==> config.mk <==
export PLATFORM = sky130hd
export DESIGN_NAME = ccnt_queue
export DESIGN_NICKNAME = d
export VERILOG_FILES = /design/src/design/ccnt_pkg.sv /design/src/design/ccnt_queue.sv
export SDC_FILE = /design/constraint.sdc
export NUM_CORES = 1
export LEC_CHECK = 0
export CAP_MARGIN = 20
export CORE_UTILIZATION = 45
export CTS_BUF_LIST = sky130_fd_sc_hd__clkbuf_4
export CTS_CLUSTER_SIZE = 30
export DETAILED_ROUTE_END_ITERATION = 12
export DONT_BUFFER_PORTS = 1
export PLACE_DENSITY = 0.69
export SLEW_MARGIN = 10
export SYNTH_ARGS = -nofsm -noshare
export SYNTH_HDL_FRONTEND = slang
export SYNTH_SLANG_ARGS = --single-unit
==> constraint.sdc <==
create_clock -name clk_i -period 4.6 [get_ports clk_i]
set_clock_uncertainty 0.2 [all_clocks]
set_input_delay 0.46 -clock clk_i [delete_from_list [all_inputs] [get_ports clk_i]]
set_output_delay 0.46 -clock clk_i [all_outputs]
set_load 0.05 [all_outputs]
==> src/design/ccnt_pkg.sv <==
// shared constants, types and helpers of the coordination counter
package ccnt_pkg;

  // sizing
  localparam int MaxCols    = 4;
  localparam int PosBits    = 32;
  localparam int TypeBits   = 8;
  localparam int NumOutCols = 4;
  localparam int CountBits  = 16;
  localparam int BoundBits  = 8;
  localparam int CutBits    = 64;
  localparam int NcolBits   = 3;
  localparam int GroupBits  = 32;
  localparam int PackBits   = NumOutCols * BoundBits;
  localparam int SqBits     = 2 * PosBits;
  localparam int CmpBits    = (TypeBits > BoundBits) ? TypeBits : BoundBits;
  localparam int ColCap     = (MaxCols < NumOutCols) ? MaxCols : NumOutCols;
  localparam int CfgIdxBits = 3;

  localparam logic [CountBits-1:0] CountMax = {CountBits{1'b1}};

  // register indexes of the configuration port
  localparam logic [CfgIdxBits-1:0] CfgCutSq     = 3'd0;
  localparam logic [CfgIdxBits-1:0] CfgNumCols   = 3'd1;
  localparam logic [CfgIdxBits-1:0] CfgTypeLo    = 3'd2;
  localparam logic [CfgIdxBits-1:0] CfgTypeHi    = 3'd3;
  localparam logic [CfgIdxBits-1:0] CfgCenterGrp = 3'd4;
  localparam logic [CfgIdxBits-1:0] CfgNbrGrp    = 3'd5;

  // item function codes
  localparam logic FuncStart    = 1'b0;
  localparam logic FuncNeighbor = 1'b1;

  typedef struct packed {
    logic [CutBits-1:0]   cut_sq;
    logic [NcolBits-1:0]  num_cols;
    logic [PackBits-1:0]  type_lo;
    logic [PackBits-1:0]  type_hi;
    logic [GroupBits-1:0] center_bits;
    logic [GroupBits-1:0] nbr_bits;
  } ccnt_cfg_t;

  // control that travels with an item through the back end
  typedef struct packed {
    logic                  is_start;
    logic                  sel;
    logic                  last;
    logic [NumOutCols-1:0] hit;
  } ccnt_ctl_t;

  // one classified item in the queue
  typedef struct packed {
    ccnt_ctl_t          ctl;
    logic [PosBits-1:0] dx;
    logic [PosBits-1:0] dy;
    logic [PosBits-1:0] dz;
  } ccnt_item_t;

  // one bit per column that is counted, out-of-range settings clamped
  function automatic logic [NumOutCols-1:0] act_mask(input logic [NcolBits-1:0] n);
    int                    n_eff;
    logic [NumOutCols-1:0] m;
    n_eff = int'(n);
    if (n_eff < 1) n_eff = 1;
    if (n_eff > ColCap) n_eff = ColCap;
    for (int i = 0; i < NumOutCols; i++) begin
      m[i] = (i < n_eff);
    end
    return m;
  endfunction

endpackage

==> src/design/ccnt_queue.sv <==
// short queue of classified items between front and back
module ccnt_queue (
  input  logic                 clk_i,
  input  logic                 rst_ni,
  input  logic                 push_i,
  input  ccnt_pkg::ccnt_item_t item_i,
  input  logic                 pop_i,
  output ccnt_pkg::ccnt_item_t item_o,
  output logic                 full_o,
  output logic                 empty_o
);

  localparam int Depth = 4;
  localparam int AW    = $clog2(Depth);

  ccnt_pkg::ccnt_item_t mem_q [Depth];
  logic [AW-1:0] wr_q, wr_d, rd_q, rd_d;
  logic [AW:0]   cnt_q, cnt_d;

  assign full_o  = (cnt_q == (AW+1)'(Depth));
  assign empty_o = (cnt_q == '0);
  assign item_o  = mem_q[rd_q];

  always_comb begin
    wr_d  = push_i ? wr_q + AW'(1) : wr_q;
    rd_d  = pop_i ? rd_q + AW'(1) : rd_q;
    cnt_d = cnt_q + (AW+1)'(push_i) - (AW+1)'(pop_i);
  end

  always_ff @(posedge clk_i) begin
    if (push_i) begin
      mem_q[wr_q] <= item_i;
    end
  end

  always_ff @(posedge clk_i or negedge rst_ni) begin
    if (!rst_ni) begin
      wr_q  <= '0;
      rd_q  <= '0;
      cnt_q <= '0;
    end else begin
      wr_q  <= wr_d;
      rd_q  <= rd_d;
      cnt_q <= cnt_d;
    end
  end

  a_no_push_full: assert property (@(posedge clk_i) disable iff (!rst_ni)
    push_i |-> !full_o) else $error("queue written while full");

  a_no_pop_empty: assert property (@(posedge clk_i) disable iff (!rst_ni)
    pop_i |-> !empty_o) else $error("queue read while empty");

endmodule

==> results.sh <==
export IMPL_cts_root_buf="clkbuf_4"
export IMPL_reg2reg_depth=4
export IMPL_synthMuxAreaShare_pct=15.20
export IMPL_status="finished, final reports clean"
export IMPL_postRouteAntennaNets=0
export IMPL_rsz0062_at_grt="no"
export IMPL_seq_area_frac_synth_pct=82.24
export IMPL_crit_end="item_o[73]"
export IMPL_dp_hpwl_mm=16.51
export IMPL_fin_crit_sh_pct=75.53
export IMPL_grt_pass1_vias=7504
export IMPL_h_tree_depth=3
export IMPL_yosys_warnings=0
export IMPL_portBuffers=0
export IMPL_drive_gt1_share_pct=33.53
export IMPL_track_usage_pct=16.83
export IMPL_worstSetupPathType="reg2out"
export IMPL_clk_pin_slew_ns=0.07
export IMPL_synth_top_family_by_area="multiplexers"
export IMPL_synth_top_area_share_pct=81.09
export IMPL_synth_area_sq_um=15260
export IMPL_peakVddDrop_mv=0.4210
export IMPL_synthCells=573
export IMPL_post_cts_setup_buffer_count=0
export IMPL_cellLeakagePower_nw=5.924
export IMPL_hold_viol_final=0
export IMPL_grt_max_degree=64
export IMPL_std_cell_rows=67
export IMPL_period_needed_ns=3.474
export IMPL_cts_buffers=104
export IMPL_ys_ff_latch=419
export IMPL_gp_congestion=0.7302
export IMPL_synth_edf_count=412
export IMPL_dp_slack_ns=1.838
export IMPL_vias=6794
export IMPL_fill_cells=2461
export IMPL_numClockSinks=419
export IMPL_hold_path_class="in2reg"
export IMPL_required_ns=3.94
export IMPL_synthSimpleGateAreaFrac_pct=0.2870
export IMPL_grt_pass1_wl_mm=42.28
export IMPL_crit_start="rd_q[1]"
export IMPL_multi_input_area_sq_um=2517
export IMPL_io_pins=212
export IMPL_drv_cap=0
export IMPL_via_per_inst=5.210
export IMPL_avgRoutedWirePerCell_microns=21.97
export IMPL_fp_dieArea_sq_um=34640
export IMPL_synthFlopType="edfxtp_1"
export IMPL_r2r_start="wr_q[1]"
export IMPL_drt_pass1_iter_count=5
export IMPL_core_region_area_sq_um=33450
export IMPL_timing_rr_end="mem_q[1][24]"
export IMPL_drt_iter0_markers=366
export IMPL_synthAdderAreaFrac_pct=0.6233
export IMPL_cts_buffer_depth=3
export IMPL_regArea_sq_um=12550
export IMPL_max_slew_margin_pct=31.85
export IMPL_async_reset_ff_share_pct=1.671
export IMPL_final_net_count=890
export IMPL_grt_overflow_total=0
export IMPL_drc=0
export IMPL_drt_total_wl_mm=28.65
export IMPL_critPathCaptureType="output pin"
export IMPL_arrival_ns=2.81
export IMPL_start_util_pct=45.61
export IMPL_synth_top_cells_by_count="412 x edfxtp_1, 103 x mux4_2, 12 x buf_2"
export IMPL_syn2layout_area_growth_pct=18.74
export IMPL_slew_violations=0
export IMPL_fp_dieH_microns=186.1
export IMPL_antenna_found_initial=8
export IMPL_tightest_slew_ns=1.022
export IMPL_clk_latency_ns=0.74
export IMPL_yosysTopAreaCell="edfxtp_1"
export IMPL_path_max_fanout=55
export IMPL_fin_setup_tns_ns=0
export IMPL_cts_tree="yes"
export IMPL_cts_resized=0
export IMPL_fmax_mhz=287.8
export IMPL_worst_hold_slack_ns=0.1591
export IMPL_yosysMostFrequentCell="edfxtp_1"
export IMPL_cellPowerDensity_nw_per_um2=704.5
export IMPL_synth_compound_area_share_pct=0.03280
export IMPL_worstHoldPathCells=1
export IMPL_ys_types=18
export IMPL_start_kind="flip-flop"
export IMPL_yosys_area_share_xor_xnor_pct=0.2870
export IMPL_setup_viol=0
export IMPL_yosys_top_cells_area="edfxtp_1 81%, mux4_2 15%, dfrtp_1 1.1%"
export IMPL_fin_ws_ns=1.126
export IMPL_die_x_microns=186.1
export IMPL_postSynthAreaPerCell_sq_um=26.63
export IMPL_rrSetupSlack_ns=1.99
export IMPL_syn_nets=687
## stage by stage
stage,cells,power [mW],util [%],area [sq um]
global placement,1011,9.805,47.16,15770
detailed placement,1011,9.938,47.16,15770
global route,1301,13.32,54.14,18110
CTS,1298,12.95,54.12,18100
finish,1304,12.76,54.16,18120
floorplan,573,9.369,-,15260
## layout make-up
| type | count | area share (%) |
|---|---|---|
| timing repair buffer | 121 | 6.561 |
| inverter | 6 | 0.1243 |
| clock inverter | 31 | 0.7666 |
| clock buffer | 149 | 6.174 |
| antenna | 6 | 0.08288 |
| tap | 448 | 3.094 |
| multi-input combinational | 124 | 13.90 |
| sequential | 419 | 69.30 |
## kinds of logic (layout without fill, tap and decap cells)
logic type	Yosys count	in the layout
xor gates and xnor gates	5	5
muxes	103	103
AOI/OAI and AO/OA	1	1
DFF	419	419
adders and majority gates	7	7
other	0	6
buffers and inverters	30	307
and+or+nand+nor	8	8
## power breakdown
| group | leakage (nW) | internal, mW | switching [mW] |
|---|---|---|---|
| clock network | 0.754 | 1.49 | 1.38 |
| logic | 1.31 | 1.18 | 3.40 |
| registers | 3.86 | 5.00 | 0.311 |
## state kept, by name, indices dropped and copies added (netlist names)
signal,flops
wr_q,2
mem_q,412
cnt_q,3
rd_q,2
## cells in the final DEF (no fill, tap or decap)
cell type	instances
diode_2	6
buf_12	1
inv_1	6
ha_1	6
mux4_2	103
dfrtp_4	2
clkinvlp_4	3
clkinv_1	18
nand2_1	2
dfrtp_1	5
and2_4	4
xor2_1	2
dlygate4sd3_1	107
inv_2	1
clkinv_2	9
xnor2_1	3
clkbuf_4	149
nor3_1	1
o21ai_0	1
buf_4	13
edfxtp_1	412
fa_1	1
and3_1	1
## routing by layer
layer  share of wire (%)  vias to the layer above  track usage (%)
met5                0.14                        -                0
met4                 1.9                        6            7.475
met2                  51                      273            27.25
met3                 9.0                       58            7.301
met1                  38                     3500            19.49
li1                    -                     2957                -
## worst min path at each step
stage	from	to
finish	push_i	mem_q[2][84]
floorplan	rst_ni	cnt_q[0]
global placement	rst_ni	cnt_q[0]
CTS	push_i	mem_q[2][74]
detailed placement	rst_ni	cnt_q[1]
global route	push_i	mem_q[2][65]
## timing repair
action / CTS / global route
hold endpoints to repair: 426 / 0
hold buffers: 107 / 0
setup endpoints to repair: 0 / 0
## critical path: stages (launching register included)
cell and delay [ns]:
dfrtp_4 0.97, buf_4 0.53, mux4_2 0.55
Power figures use the tool's default switching activity.
