[src/design/ccnt_pkg.sv]
// shared constants, types and helpers of the coordination counter
package ccnt_pkg;

  // sizing
  localparam int MaxCols    = 4;
  localparam int PosBits    = 32;
  localparam int TypeBits   = 8;
  localparam int NumOutCols = 4;
  localparam int CountBits  = 16;
  localparam int BoundBits  = 8;
  localparam int CutBits    = 64;
  localparam int NcolBits   = 3;
  localparam int GroupBits  = 32;
  localparam int PackBits   = NumOutCols * BoundBits;
  localparam int SqBits     = 2 * PosBits;
  localparam int CmpBits    = (TypeBits > BoundBits) ? TypeBits : BoundBits;
  localparam int ColCap     = (MaxCols < NumOutCols) ? MaxCols : NumOutCols;
  localparam int CfgIdxBits = 3;

  localparam logic [CountBits-1:0] CountMax = {CountBits{1'b1}};

  // register indexes of the configuration port
  localparam logic [CfgIdxBits-1:0] CfgCutSq     = 3'd0;
  localparam logic [CfgIdxBits-1:0] CfgNumCols   = 3'd1;
  localparam logic [CfgIdxBits-1:0] CfgTypeLo    = 3'd2;
  localparam logic [CfgIdxBits-1:0] CfgTypeHi    = 3'd3;
  localparam logic [CfgIdxBits-1:0] CfgCenterGrp = 3'd4;
  localparam logic [CfgIdxBits-1:0] CfgNbrGrp    = 3'd5;

  // item function codes
  localparam logic FuncStart    = 1'b0;
  localparam logic FuncNeighbor = 1'b1;

  typedef struct packed {
    logic [CutBits-1:0]   cut_sq;
    logic [NcolBits-1:0]  num_cols;
    logic [PackBits-1:0]  type_lo;
    logic [PackBits-1:0]  type_hi;
    logic [GroupBits-1:0] center_bits;
    logic [GroupBits-1:0] nbr_bits;
  } ccnt_cfg_t;

  // control that travels with an item through the back end
  typedef struct packed {
    logic                  is_start;
    logic                  sel;
    logic                  last;
    logic [NumOutCols-1:0] hit;
  } ccnt_ctl_t;

  // one classified item in the queue
  typedef struct packed {
    ccnt_ctl_t          ctl;
    logic [PosBits-1:0] dx;
    logic [PosBits-1:0] dy;
    logic [PosBits-1:0] dz;
  } ccnt_item_t;

  // one bit per column that is counted, out-of-range settings clamped
  function automatic logic [NumOutCols-1:0] act_mask(input logic [NcolBits-1:0] n);
    int                    n_eff;
    logic [NumOutCols-1:0] m;
    n_eff = int'(n);
    if (n_eff < 1) n_eff = 1;
    if (n_eff > ColCap) n_eff = ColCap;
    for (int i = 0; i < NumOutCols; i++) begin
      m[i] = (i < n_eff);
    end
    return m;
  endfunction

endpackage

[src/design/ccnt_front.sv]
// front end: takes items, tracks the center atom, classifies neighbors
module ccnt_front (
  input  logic                         clk_i,
  input  logic                         rst_ni,
  input  ccnt_pkg::ccnt_cfg_t          cfg_i,
  input  logic                         in_valid_i,
  input  logic                         q_full_i,
  input  logic                         func_i,
  input  logic signed [ccnt_pkg::PosBits-1:0] pos_x_i,
  input  logic signed [ccnt_pkg::PosBits-1:0] pos_y_i,
  input  logic signed [ccnt_pkg::PosBits-1:0] pos_z_i,
  input  logic [ccnt_pkg::GroupBits-1:0] group_mask_i,
  input  logic [ccnt_pkg::TypeBits-1:0]  atom_kind_i,
  input  logic                         last_i,
  output logic                         push_o,
  output ccnt_pkg::ccnt_item_t         item_o
);

  localparam int P = ccnt_pkg::PosBits;

  logic [P-1:0] cx_q, cy_q, cz_q, cx_d, cy_d, cz_d;
  logic         cgrp_q, cgrp_d;
  logic         start;
  logic         new_grp;
  logic         nbr_pass;
  logic [ccnt_pkg::NumOutCols-1:0] amask;
  logic [ccnt_pkg::NumOutCols-1:0] in_range;

  function automatic logic [P-1:0] abs_diff(input logic [P-1:0] a, input logic [P-1:0] b);
    logic [P:0] d;
    logic [P:0] n;
    d = {a[P-1], a} - {b[P-1], b};
    n = -d;
    return d[P] ? n[P-1:0] : d[P-1:0];
  endfunction

  assign push_o  = in_valid_i && !q_full_i;
  assign start   = (func_i == ccnt_pkg::FuncStart);
  assign new_grp = |(group_mask_i & cfg_i.center_bits);
  assign amask   = ccnt_pkg::act_mask(cfg_i.num_cols);

  // group filter only applies with a single column
  assign nbr_pass = cgrp_q &&
                    !((amask == ccnt_pkg::NumOutCols'(1)) && !(|(group_mask_i & cfg_i.nbr_bits)));

  always_comb begin
    for (int m = 0; m < ccnt_pkg::NumOutCols; m++) begin
      in_range[m] =
        (ccnt_pkg::CmpBits'(atom_kind_i) >=
         ccnt_pkg::CmpBits'(cfg_i.type_lo[m*ccnt_pkg::BoundBits +: ccnt_pkg::BoundBits])) &&
        (ccnt_pkg::CmpBits'(atom_kind_i) <=
         ccnt_pkg::CmpBits'(cfg_i.type_hi[m*ccnt_pkg::BoundBits +: ccnt_pkg::BoundBits]));
    end
  end

  always_comb begin
    item_o.ctl.is_start = start;
    item_o.ctl.sel      = start ? new_grp : cgrp_q;
    item_o.ctl.last     = last_i;
    item_o.ctl.hit      = (!start && nbr_pass) ? (in_range & amask) : '0;
    item_o.dx           = abs_diff(pos_x_i, cx_q);
    item_o.dy           = abs_diff(pos_y_i, cy_q);
    item_o.dz           = abs_diff(pos_z_i, cz_q);
  end

  always_comb begin
    cx_d   = cx_q;
    cy_d   = cy_q;
    cz_d   = cz_q;
    cgrp_d = cgrp_q;
    if (push_o && start) begin
      cx_d   = pos_x_i;
      cy_d   = pos_y_i;
      cz_d   = pos_z_i;
      cgrp_d = new_grp;
    end
  end

  always_ff @(posedge clk_i or negedge rst_ni) begin
    if (!rst_ni) begin
      cx_q   <= '0;
      cy_q   <= '0;
      cz_q   <= '0;
      cgrp_q <= 1'b0;
    end else begin
      cx_q   <= cx_d;
      cy_q   <= cy_d;
      cz_q   <= cz_d;
      cgrp_q <= cgrp_d;
    end
  end

endmodule

[config.mk]
export PLATFORM = sky130hd
export DESIGN_NAME = ccnt_front
export DESIGN_NICKNAME = d
export VERILOG_FILES = /design/src/design/ccnt_pkg.sv /design/src/design/ccnt_front.sv
export SDC_FILE = /design/constraint.sdc
export NUM_CORES = 1
export LEC_CHECK = 0
export BUFFER_PORTS_ARGS = -buffer_cell sky130_fd_sc_hd__buf_4
export CAP_MARGIN = 10
export CORE_ASPECT_RATIO = 0.9
export CORE_MARGIN = 5
export CORE_UTILIZATION = 25
export DETAILED_ROUTE_END_ITERATION = 8
export PLACE_DENSITY = 0.52
export SLEW_MARGIN = 5
export SYNTH_ARGS = -nofsm -noshare
export SYNTH_HDL_FRONTEND = slang
export SYNTH_SLANG_ARGS = --single-unit
[constraint.sdc]
create_clock -name clk_i -period 8.1 [get_ports clk_i]
set_clock_uncertainty 0.15 [all_clocks]
set_input_delay 1.62 -clock clk_i [delete_from_list [all_inputs] [get_ports clk_i]]
set_output_delay 1.62 -clock clk_i [all_outputs]
set_load 0.01 [all_outputs]
==> impl_metrics.env <==
export IMPL_gr_total_overflow=0
export IMPL_reg2regPathDepth=1
export IMPL_synth_main_ff_cell="dfrtp_1"
export IMPL_clkPwrFrac_pct=12.6
export IMPL_p_seq_share_pct=15.3
export IMPL_seq_area_frac_synth_pct=18.77
export IMPL_ctsRootBufferMaster="clkbuf_16"
export IMPL_irDropWorstVdd_mv=0.1312
export IMPL_fin_crit_ns=7.527
export IMPL_fill_cells=5537
export IMPL_worstMarginPinSlew_ns=0.8876
export IMPL_period_share_pct=92.92
export IMPL_first_pass_iters=5
export IMPL_numCtsBuffers=9
export IMPL_ys_seq_elements=97
export IMPL_start_kind="input pin"
export IMPL_required_ns=6.33
export IMPL_totalPowerFinal_mw=3.823
export IMPL_io_buffers=374
export IMPL_wire_per_inst_um=16.55
export IMPL_initial_core_util_pct=25.11
export IMPL_grt_pass1_wl_mm=71.62
export IMPL_p_leak_nw=7.812
export IMPL_stdcell_area_um2=16790
export IMPL_synth_edf_count=0
export IMPL_whs_ns=0.3651
export IMPL_clk_latency_ns=0.37
export IMPL_r2r_start="cgrp_q$_DFFE_PN0P_"
export IMPL_rsz0062_at_grt="no"
export IMPL_setup_viol=0
export IMPL_p_per_area_nw_per_um2=227.8
export IMPL_numClockSinks=97
export IMPL_setup_worst_path_class="input pin to output pin"
export IMPL_place_hpwl_mm=39.00
export IMPL_routed_wl_mm=45.72
export IMPL_critical_path_startpoint="pos_z_i[0]"
export IMPL_synth_nets=2228
export IMPL_fp_dieW_um=249.7
export IMPL_cp_max_fo=4
export IMPL_cts_resized=0
export IMPL_tns_ns=0
export IMPL_grt_max_degree=105
export IMPL_max_slew_margin_pct=40.83
export IMPL_gp_congestion=0.9020
export IMPL_synthArstFlopShare_pct=100.0
export IMPL_min_from="cx_q[0]$_DFFE_PN0P_"
export IMPL_nets=2569
export IMPL_syn_area_per_cell_um2=7.497
export IMPL_hold_depth=1
export IMPL_p_switching_mw=1.762
export IMPL_hold_violations=0
export IMPL_postRouteAntennaNets=0
export IMPL_drtIter0Drc=674
export IMPL_clkSlewWorstSetupHoldPaths_ns=0.07
export IMPL_crit_arrival_ns=5.76
export IMPL_max_cap_viol_count=0
export IMPL_coreArea_um2=51500
export IMPL_dp_slack_ns=0.6247
export IMPL_syn_cell_area_um2=12930
export IMPL_syn_inst=1725
export IMPL_detail_route_drc_violations=0
export IMPL_ys_warn_count=0
export IMPL_crit_path_end_kind="output pin"
export IMPL_finalMaxSlewViolations=0
export IMPL_die_area_um2=56380
export IMPL_post_cts_buffers=0
export IMPL_drive_gt1_share_pct=21.00
export IMPL_syn_to_final_growth_pct=29.80
export IMPL_cts_tree="done"
export IMPL_die_h_um=225.8
export IMPL_drt_vias_per_instance=4.827
export IMPL_first_global_vias=13320
export IMPL_placed_area_um2=16460
export IMPL_max_freq_mhz=132.9
export IMPL_track_usage_pct=15.65
export IMPL_antenna_found_initial=14
export IMPL_cts_path_max_buffers=2
export IMPL_intPower_mw=2.061
export IMPL_switching_share_pct=46.08
export IMPL_finalWorstSetupSlack_ns=0.5733
export IMPL_outcome="finished, final reports clean"
export IMPL_num_vias=13340
export IMPL_rows=79
export IMPL_ys_types=89
export IMPL_cts_hold_buf=0
export IMPL_min_path_type="flip-flop to flip-flop"
export IMPL_cts_htree_levels=3
export IMPL_pin_count=441
export IMPL_pwr_share_comb_pct=72.2
## metal layers
metal | up-vias | track usage [%] | part of all wire (%)
li1 | 6801 | - | -
met1 | 6171 | 19.47 | 44
met2 | 283 | 26.64 | 47
met3 | 61 | 4.917 | 6.7
met4 | 20 | 3.735 | 1.9
met5 | - | 0 | 0.27
## power groups by stage
| stage | logic, mW | clock network, mW | registers (mW) |
|---|---|---|---|
| 2_1_floorplan | 1.69 | 0 | 0.589 |
| 3_3_place_gp | 2.76 | 0 | 0.593 |
| 3_5_place_dp | 2.78 | 0 | 0.595 |
| 4_1_cts | 2.80 | 0.512 | 0.586 |
| 5_1_grt | 3.05 | 0.525 | 0.594 |
| 6_report | 2.76 | 0.480 | 0.584 |
## worst max-delay path: stages
cell,delay (ns)
buf_4,0.11
inv_1,0.05
ha_1,0.18
inv_1,0.07
fa_1,0.39
a21o_1,0.23
nor3b_1,0.17
nor3_1,0.39
o21bai_1,0.15
xor2_1,0.18
or4_1,0.48
or4b_1,0.58
nor3_2,0.28
nor2b_1,0.28
a31oi_1,0.18
xnor2_1,0.22
buf_4,0.17
## sequential cells by signal, summed over array words and instances, names as in the netlist
signal / cells
cy_q: 32
cx_q: 32
cz_q: 32
cgrp_q: 1
## cells by family after synthesis
group,count (synthesis),share of synthesized area [%]
simple gates,493,19.20
mux,6,0.5224
flops,97,18.77
fa+ha+maj,166,16.23
xor+xnor,168,11.38
buf+inv,243,7.140
compound gates,552,26.76
## final cells by class
class                   instances  area (µm²)  share of cell area (%)
clock inverters                 5       62.56                  0.3727
flip-flops and latches         97        2427                   14.46
well taps                     688       860.8                   5.128
inverters                     190       713.2                   4.249
repair buffers                383        2875                   17.13
multi-input cells            1385        9584                   57.10
diodes                          4       10.01                 0.05963
clock buffers                  11       252.7                   1.506
## layout by cell type, fill, tap and decap left out, drive strengths merged, types with 6 or more instances in the layout
master	n
and4	6
or2	6
nor2	73
buf	383
nor3	22
o21bai	10
dfrtp	97
nor2b	32
xnor2	115
a22o	6
o21ai	193
xor2	53
a211oi	12
or4	6
and2	10
nand3	34
ha	163
a22oi	24
or3	11
a21o	36
nor4	9
o31ai	15
o211ai	11
a21oi	132
nand3b	8
a221oi	6
and3	17
o21a	21
a31oi	29
nand2	189
o31a	6
nand2b	30
inv	191
nand4	20
mux2	6
clkbuf	11
## worst paths after layout
kind / to / slack, ns
worst max-delay path: item_o[31] / 0.57
worst min-delay path: cx_q[0]$_DFFE_PN0P_ / 0.37
worst max register to register: cgrp_q$_DFFE_PN0P_ / 7.19
worst min register to register: cx_q[0]$_DFFE_PN0P_ / 0.37
max in group asynchronous: cx_q[27]$_DFFE_PN0P_ / 5.48
min in group asynchronous: cz_q[0]$_DFFE_PN0P_ / 1.15
## synthesized netlist by cell type (8+ instances only)
library cell / instances / area share, %
a211oi_1: 11 / 0.64
a21o_1: 36 / 2.1
a21oi_1: 131 / 5.1
a22oi_1: 24 / 1.4
a31oi_1: 29 / 1.4
and2_1: 9 / 0.44
and3_1: 17 / 0.82
clkbuf_1: 47 / 1.4
dfrtp_1: 97 / 19
ha_1: 163 / 16
inv_1: 190 / 5.5
nand2_1: 189 / 5.5
nand2b_1: 30 / 1.5
nand3_1: 32 / 1.2
nand3b_1: 8 / 0.46
nand4_1: 20 / 0.97
nor2_1: 73 / 2.1
nor2b_1: 32 / 1.5
nor3_1: 20 / 0.77
nor4_1: 8 / 0.39
o211ai_1: 10 / 0.58
o21a_1: 21 / 1.2
o21ai_0: 189 / 7.3
o21bai_1: 10 / 0.58
o31ai_1: 15 / 0.87
or3_1: 10 / 0.48
xnor2_1: 115 / 7.8
xor2_1: 53 / 3.6
## per-stage QoR
stage / instances / utilization, %
3_5_place_dp: 2743 / 31.96
6_report: 2763 / 32.60
4_1_cts: 2759 / 32.58
2_1_floorplan: 1725 / -
5_1_grt: 2762 / 32.59
3_3_place_gp: 2743 / 31.96
No activity file was read; power rests on OpenSTA's default activity.
